===== config.mk =====
export PLATFORM = sky130hd
export DESIGN_NAME = sbc_front
export DESIGN_NICKNAME = d
export VERILOG_FILES = /design/src/rtl/sbc_pkg.sv /design/src/rtl/sbc_front.sv
export SDC_FILE = /design/constraint.sdc
export NUM_CORES = 1
export LEC_CHECK = 0
export BUFFER_PORTS_ARGS = -buffer_cell sky130_fd_sc_hd__buf_2
export CORE_MARGIN = 4
export CORE_UTILIZATION = 55
export DETAILED_ROUTE_END_ITERATION = 7
export GPL_TIMING_DRIVEN = 0
export PLACE_DENSITY = 0.84
export RECOVER_POWER = 50
export SETUP_SLACK_MARGIN = 0.2
export SLEW_MARGIN = 0
export SYNTH_ARGS = -nofsm -noshare
export SYNTH_HDL_FRONTEND = slang
export SYNTH_SLANG_ARGS = --single-unit

===== constraint.sdc =====
create_clock -name clk -period 6.7 [get_ports clk]
set_clock_uncertainty 0.2 [all_clocks]
set_input_delay 0.335 -clock clk [delete_from_list [all_inputs] [get_ports clk]]
set_output_delay 0.335 -clock clk [all_outputs]
set_load 0.02 [all_outputs]

===== src/rtl/sbc_pkg.sv =====
// Shared types and constants for the sphere/box collision test pipeline.
`default_nettype none

package sbc_pkg;

	// Width of one packed corner or center field
	localparam int FIELD_W = 48;

	// Default width of one fixed-point coordinate (Q8.8)
	localparam int COORD_BITS_DEF = 16;

	// Collider kind codes on the request
	localparam logic [1:0] COL_SPHERE = 2'd0;
	localparam logic [1:0] COL_BOX    = 2'd1;

	// Test kind reported with each result
	typedef enum logic [1:0] {
		KIND_NONE = 2'd0,
		KIND_SS   = 2'd1,
		KIND_BB   = 2'd2,
		KIND_SB   = 2'd3
	} kind_t;

	// One request: a pair of colliders
	typedef struct packed {
		logic [1:0]         a_type;
		logic [FIELD_W-1:0] a_lo;
		logic [FIELD_W-1:0] a_hi;
		logic [1:0]         b_type;
		logic [FIELD_W-1:0] b_lo;
		logic [FIELD_W-1:0] b_hi;
	} req_t;

	// One result
	typedef struct packed {
		logic  hit;
		kind_t test_kind;
	} result_t;

	// Control that travels down the pipeline with the data
	typedef struct packed {
		logic  valid;
		kind_t kind;
		logic  bb_hit;
	} ctl_t;

endpackage

`default_nettype wire


===== src/rtl/sbc_front.sv =====
// Front stages: decode, role swap, unpack, box overlap, clamp and radius (summed for two spheres).
`default_nettype none

module sbc_front import sbc_pkg::*; #(
	parameter int COORD_BITS = COORD_BITS_DEF
) (
	input  wire                          clk,
	input  wire                          arst_n,
	input  wire                          in_valid,
	input  req_t                         req,
	output ctl_t                         ctl_s2,
	output logic signed [COORD_BITS-1:0] ctr_s2 [0:2],
	output logic signed [COORD_BITS-1:0] pt_s2  [0:2],
	output logic        [COORD_BITS:0]   rad_s2
);

	localparam int EXT_W = 3 * COORD_BITS + FIELD_W;

	// Stage 1 combinational: decode and swap so the sphere comes first
	logic               swap;
	kind_t              kind;
	logic [FIELD_W-1:0] s_lo, s_hi, o_lo, o_hi;
	logic [EXT_W-1:0]   s_lo_x, s_hi_x, o_lo_x, o_hi_x;
	logic signed [COORD_BITS-1:0] s_lo_c [0:2];
	logic signed [COORD_BITS-1:0] s_hi_c [0:2];
	logic signed [COORD_BITS-1:0] o_lo_c [0:2];
	logic signed [COORD_BITS-1:0] o_hi_c [0:2];
	logic               bb_hit;

	always_comb begin
		swap = (req.a_type == COL_BOX) && (req.b_type == COL_SPHERE);
		if ((req.a_type == COL_SPHERE) && (req.b_type == COL_SPHERE)) begin
			kind = KIND_SS;
		end else if ((req.a_type == COL_BOX) && (req.b_type == COL_BOX)) begin
			kind = KIND_BB;
		end else if (swap || ((req.a_type == COL_SPHERE) && (req.b_type == COL_BOX))) begin
			kind = KIND_SB;
		end else begin
			kind = KIND_NONE;
		end
		s_lo = swap ? req.b_lo : req.a_lo;
		s_hi = swap ? req.b_hi : req.a_hi;
		o_lo = swap ? req.a_lo : req.b_lo;
		o_hi = swap ? req.a_hi : req.b_hi;
		// Coordinate bits beyond the field read as zero
		s_lo_x = {{(3 * COORD_BITS){1'b0}}, s_lo};
		s_hi_x = {{(3 * COORD_BITS){1'b0}}, s_hi};
		o_lo_x = {{(3 * COORD_BITS){1'b0}}, o_lo};
		o_hi_x = {{(3 * COORD_BITS){1'b0}}, o_hi};
		bb_hit = 1'b1;
		for (int k = 0; k < 3; k++) begin
			s_lo_c[k] = s_lo_x[k*COORD_BITS +: COORD_BITS];
			s_hi_c[k] = s_hi_x[k*COORD_BITS +: COORD_BITS];
			o_lo_c[k] = o_lo_x[k*COORD_BITS +: COORD_BITS];
			o_hi_c[k] = o_hi_x[k*COORD_BITS +: COORD_BITS];
			// Inclusive overlap on every axis, no reordering of corners
			if (!((s_lo_c[k] <= o_hi_c[k]) && (s_hi_c[k] >= o_lo_c[k]))) begin
				bb_hit = 1'b0;
			end
		end
	end

	// Stage 1 registers
	ctl_t ctl_s1;
	logic signed [COORD_BITS-1:0] ctr_s1 [0:2];
	logic signed [COORD_BITS-1:0] mn_s1  [0:2];
	logic signed [COORD_BITS-1:0] mx_s1  [0:2];
	logic        [COORD_BITS-1:0] ra_s1, rb_s1;

	always_ff @(posedge clk or negedge arst_n) begin
		if (!arst_n) begin
			ctl_s1 <= '0;
		end else begin
			ctl_s1.valid  <= in_valid;
			ctl_s1.kind   <= kind;
			ctl_s1.bb_hit <= bb_hit;
		end
	end

	always_ff @(posedge clk) begin
		ctr_s1        <= s_lo_c;
		mn_s1         <= o_lo_c;
		mx_s1         <= o_hi_c;
		ra_s1         <= s_hi[COORD_BITS-1:0];
		rb_s1         <= o_hi[COORD_BITS-1:0];
	end

	// Stage 2 combinational: nearest point and radius, summed for two spheres
	logic signed [COORD_BITS-1:0] pt [0:2];
	logic signed [COORD_BITS-1:0] lim;
	logic        [COORD_BITS:0]   rad;

	always_comb begin
		lim = '0;
		for (int k = 0; k < 3; k++) begin
			lim = (ctr_s1[k] < mx_s1[k]) ? ctr_s1[k] : mx_s1[k];
			if (ctl_s1.kind == KIND_SS) begin
				pt[k] = mn_s1[k];
			end else begin
				pt[k] = (lim < mn_s1[k]) ? mn_s1[k] : lim;
			end
		end
		if (ctl_s1.kind == KIND_SS) begin
			rad = {1'b0, ra_s1} + {1'b0, rb_s1};
		end else begin
			rad = {1'b0, ra_s1};
		end
	end

	// Stage 2 registers
	always_ff @(posedge clk or negedge arst_n) begin
		if (!arst_n) begin
			ctl_s2 <= '0;
		end else begin
			ctl_s2.valid  <= ctl_s1.valid;
			ctl_s2.kind   <= ctl_s1.kind;
			ctl_s2.bb_hit <= ctl_s1.bb_hit;
		end
	end

	always_ff @(posedge clk) begin
		ctr_s2        <= ctr_s1;
		pt_s2         <= pt;
		rad_s2        <= rad;
	end

endmodule

`default_nettype wire


After elaboration in Yosys (flattened, before gate mapping)
Cells that the tools add are included.

storage, ports and cells
  output and inout port bits = 117
  flip-flop bits (word level) = 281
  memories kept = 0
  RAM bits = 0
  input bits = 199
  bits in read-only memories = 0
  latch bits = 0
  logic and storage cells = 70

cells by class
  divide/modulo/power cells = 0
  equal/unequal tests = 3
  magnitude comparators = 12
  multiplexer cells = 20
  shifts and indexed selects = 0
  add/sub/neg operators = 1
  bitwise logic cells = 0
  multiply operators = 0
  reduce and logical (&&, ||, !) cells = 10

operators by type and width
  kind                                                             number
  48-bit two-way mux                                               4
  16-bit two-way mux                                               10
  16-bit less-than comparator                                      6
  16-bit greater-or-equal comparator                               3
  16-bit <= comparator                                             3
  16-bit by 16-bit adder with 17-bit output                        1
  1-bit logical AND                                                7
  2-bit by 1-bit == test with 1-bit output, second input constant  3
  2-bit two-way mux                                                3
  2-bit logical NOT                                                2
  1-bit two-way mux                                                3
  1-bit logical OR                                                 1

Depth between registers and ports, before layout
  depth in word-level cells = 8
  gate-level depth with buffers = 20
  gate-level depth less buffers = 17

Worst setup path after synthesis
Ideal clock, no wire load.

  kind = reg-to-reg
  start = register rb_s1[15] (netlist name)
  end = register pt_s2[38] (netlist bit)
  path slack = 2.442 ns
  arrival time = 3.937 ns
  setup time = 0.121 ns
  required time = 6.379 ns
  stages on the path, launching flop included = 19
  period minus slack after synthesis = 4.258 ns
  buffers on the path = 2
  cells stage by stage = dfxtp_1 inv_1 ha_1 nand4_2 nor4_1 a32oi_1 a21oi_2 buf_2 mux2_2 ha_1 a21o_1 a21o_1 a21o_1 a21oi_1 nor2_1 o21ai_0 nand3_4 buf_8 mux2_4

RTL lines
  item                  line              source
  to (signal assigned)  sbc_front.sv:123  pt_s2 <= pt;
  to (decl)             sbc_front.sv:13   output logic signed [COORD_BITS-1:0] pt_s2 [0:2],

Worst setup path after layout
  start = input port req[97] (netlist bit)
  end = register ctl_s1[0] (netlist bit)

between the ends
  word-level cells in the longest chain between the ends = 8
  elaborated cells on any way between the ends = 18
  those cells by class = 6 x order compare; 7 x mux; 5 x reduce/logical

ends and longest elaborated chain
  item                                                                               line             source
  from (decl)                                                                        sbc_front.sv:10  input req_t req,
  2-bit logical NOT *                                                                sbc_front.sv:31  swap = (req.a_type == COL_BOX) && (req.b_type == COL_SPHERE);
  1-bit logical AND *                                                                sbc_front.sv:31
  48-bit two-way mux, on equally long branches                                       -
  16-bit <= comparator / 16-bit greater-or-equal comparator (equally long branches)  sbc_front.sv:57  if (!((s_lo_c[k] <= o_hi_c[k]) && (s_hi_c[k] >= o_lo_c[k]))) begin
  1-bit logical AND                                                                  sbc_front.sv:57
  1-bit two-way mux (2 in series)                                                    sbc_front.sv:57
  1-bit two-way mux *                                                                sbc_front.sv:57
  net bb_hit                                                                         sbc_front.sv:28  logic bb_hit;
  to (decl)                                                                          sbc_front.sv:64  ctl_t ctl_s1;

The timed path passes the listed nets; every way through them passes the cells marked *.
A chain may end at the register's enable or synchronous reset.

==> results <==
- The tree built by TritonCTS fans out to between 200 and 300 sinks.
- The number of antenna violations at the first check in global routing is 5.
- The number of gates on the worst path with buffers counted is 14.
- The final hold slack is ~0.15 ns.
- For this run, the register share of the synthesized area comes to 0.381.
- The area added between synthesis and finish is 36.5%.
- In the layout the commonest cells are dfxtp_1, dlygate4sd3_1, mux2_2.
- The number of distinct standard cells referenced by the synthesized netlist is between 60 and 70.
- For this configuration, the core starts out at a cell density of 0.564.
- The initial DRC count is ~1.3k.
- The predominant post-synthesis flop cell is dfxtp_1.
- The number of antenna-violating nets in the routed design is 0.
- The cell count of the worst reg-to-reg path is 19.
- The largest individual stage delay along the critical path comes from the cell clkbuf_1.
- The hold violation count in the final report was 0.
- The area of the core is 0.0264 sq mm.
- The number of global-route vias before repair is around 15k.
- The number of buffers inserted by post-CTS setup repair is 0.
- The worst setup path is launched from an input port.
- The finished cells cover 0.0203 sq mm.
- The tree is rooted in a clkbuf_16.
- The category of the critical setup timing path is input port to register.
- For this design the total switching power over the nets is roughly 1.6 mW.
- Once placement completed, the tool counted placed cells totaling ~2.1k.
- The maximum fanout encountered on the critical timing path is 10.
- The number of nets in the layout is ~2.4k.
- The global router's overall resource usage is 0.348.
- For this design the ratio of total power to cell area is about 250 mW/mm^2.
- Using the TritonRoute via totals, the vias-per-cell ratio works out to around 6.
- The critical path buffer and inverter count is 4.
- The TritonCTS clock tree is done.
- From bottom edge to top edge, the die measures approximately 170 microns.
- The fmax is around 180 MHz.
- The first detailed-routing pass ran for 8 iterations.
- The pre-CTS setup slack is about 1.1 ns.
- The number of enable-type register cells in the synthesized netlist is 0.
- In the finished design, the share of the clock period the worst path needs comes to 0.822.
- The cell family contributing the most delay on the critical path is buffers and inverters.
- The number of violations of the max-capacitance limit is 0.
- The total CTS buffers is 28.
- The post-DP HPWL is 33.6 mm.
- The cell area after synthesis is about 0.015 sq mm.
- The aggregate global routing overflow is 0.
- A synthesized cell averages 10.4 sq um.
- The worst-case IR drop observed on VDD is between 0.3 and 0.4 mV.
- The die covers about 0.030 sq mm.
- The share of the synthesized area in the top cell type is 0.368.
- The most common cell after layout, fill and taps aside is dfxtp_1.
- Summed over all instances, the cell type with the most area after synthesis is dfxtp_1.
- Summing internal, switching and leakage power gives roughly 5.0 mW.
- The power share of the combinational group is 0.285.
- The clock latency at the later pin of the worst-skew pair is about 0.54 ns.
- After detailed routing, the total wire length is 53.9 mm.
- Once layout is complete, the utilization of the core stands at 0.770.
- Counting stages on the worst path, the most repeated cell is clkbuf_1.
- The switching part of the total power is 0.311.
- Of all flip-flops after synthesis, the portion carrying an async set or reset was 0.0285.
- For the pin with the worst max-slew slack, the measured transition is slightly above 1 ns.
- After detailed routing, the average wire length per cell comes to ~22 microns.
- The first global-routing pass estimated 80.7 mm of wire.
- The least setup slack across all paths after layout is roughly 1.2 ns.
- The detailed-route via count is between 10k and 15k.
- The number of top-level design ports is ~320.
- The max-slew violation count came to 0.
- The DRC violation count after routing is 0.
- The path class of the tightest hold or removal check is register to register.
- The number of levels the H-tree was split into is 1.
- The flow ran to the end, and the final reports show no timing, DRC or antenna violations.
- The critical path required time is between 6 and 7 ns.
- The data arrival at the endpoint of the critical path is roughly 5.7 ns.
- By area the synthesized netlist is led by dfxtp_1, mux2_2, ha_1.
- The critical path goes through dlygate4sd3_1 > clkbuf_1 > nor4b_1 > clkbuf_1 > clkbuf_1 > mux2i_1 > ha_1 > nand4_1 > nor3_1 > nand2_1 > a211oi_1 > a211oi_1 > mux2i_1 > nor4_1.
- Headroom to the max-slew limit came out at 0.327.
- The worst hold path was traced through 0 stages.
- The internal cell power is between 3 and 4 mW.
- Setup violations remaining at the end of the flow were counted as 0.
- After detailed placement, the total cell area comes to 0.0169 sq mm.
- The floorplan row count is 59.
- The analysis attributes to cell leakage a power of roughly 9.7 nW.
- The share of power burned in the clock network is 0.326.
- Summed over all failing endpoints, the final setup total negative slack is 0 ns.
- STA classifies the critical path endpoint as a register.
- The share of post-route cells with drive strength above 1 is 0.247.
- The count of yosys warnings during synthesis is 0.
- The die extent in x is between 150 and 200 microns.
- The number of register bits inferred by synthesis is ~280.
- In this run, post-CTS hold repair placed approximately 260 buffers.
- The clock tree buffer depth is 3.
- The total of buffers placed on input and output ports is roughly 320.
- The number of nets in the synthesized netlist is between 1.5k and 2k.
- The number of gates resized after CTS was 0.
- The largest net degree at the start of global routing is 15.
- Setup repair after global routing left no endpoint under its margin.
- Routability-driven placement finished with a final weighted congestion of between 0.9 and 1.
- Clock-pin slew was measured on the worst setup and hold paths at 0.06 ns.
- The clock period could shrink to roughly 5.5 ns.
- The post-layout instance count excluding filler cells is around 2.4k.
- The fraction of power consumed by sequential logic is 0.388.
- The largest single stage delay on the critical path is 0.82 ns.
- The cell count after synthesis is 1427.
==> area by class of cell <==
| class | count | area, sq um |
|---|---|---|
| multi-input cells | 916 | 8300 |
| fillers | 1559 | 6060 |
| flip-flops and latches | 281 | 5670 |
| repair buffers | 578 | 4060 |
| clock buffers | 43 | 828 |
| inverters | 195 | 732 |
| well taps | 335 | 419 |
| plain buffers | 35 | 160 |
| clock inverters | 8 | 115 |
| diodes | 4 | 10.0 |
==> registers in the layout, summed over array words and instances, names as in the netlist <==
signal and count:
mx_s1 32, ctl_s1 4, rb_s1 16, ra_s1 16, rad_s2 17, mn_s1 48, ctl_s2 4, ctr_s1 48
pt_s2 48, ctr_s2 48
==> cell families after synthesis <==
group / synth area share
muxes: 0.213
buffers and inverters: 0.0600
xor gates and xnor gates: 0.00589
adders and majority gates: 0.171
AOI/OAI and AO/OA: 0.0949
DFF: 0.381
and+or+nand+nor: 0.0735
==> path summary, 6_finish.rpt <==
kind | endpoint | slack, ns | start
max in group asynchronous | ctl_s1[0] | 5.29 | arst_n
hold reg to reg | ctl_s2[0] | 0.15 | ctl_s1[0]
setup reg to reg | pt_s2[13] | 1.28 | mx_s1[5]
min in group asynchronous | ctl_s1[3] | 0.66 | arst_n
hold / removal | ctl_s2[0] | 0.15 | ctl_s1[0]
setup / recovery | ctl_s1[0] | 1.20 | req[97]
==> per-layer routing <==
metal  global-route usage  routed length [microns]
met2                0.625                    26400
met3               0.0713                     4460
met5                    0                        9
met4                0.213                     3760
met1                0.372                    19200
==> power groups by stage <==
stage          logic (mW)  registers [mW]  clock network [mW]
6_report             1.43            1.95                1.64
5_1_grt              1.53            1.96                1.71
4_1_cts              1.38            1.93                1.62
3_5_place_dp         1.23            1.97                   0
3_3_place_gp         1.21            1.96                   0
2_1_floorplan       0.696            2.08                   0
==> worst register-to-register path: stages, from the launching register on <==
cell	delay (ns)
dfxtp_1	0.37
inv_1	0.08
ha_1	0.31
nand4_1	0.11
o31ai_1	0.48
a211oi_2	0.17
o31ai_4	0.56
buf_2	0.41
mux2_2	0.41
ha_1	0.30
a21o_1	0.16
a21o_1	0.17
a21oi_1	0.24
o2111ai_1	0.15
o21ai_0	0.15
o21ai_0	0.12
a31o_2	0.25
buf_4	0.17
buf_6	0.18
mux2_4	0.32
==> Yosys cell counts, types with 19 or more instances <==
master,n
nor2_1,33
a21o_1,32
nand4_1,25
o21ai_0,59
clkbuf_1,29
mux2_4,19
inv_1,195
mux2_2,247
nor2b_1,23
ha_1,202
dfxtp_1,273
nand2_1,66
a21oi_1,44
(Power assumes the default switching activity.)
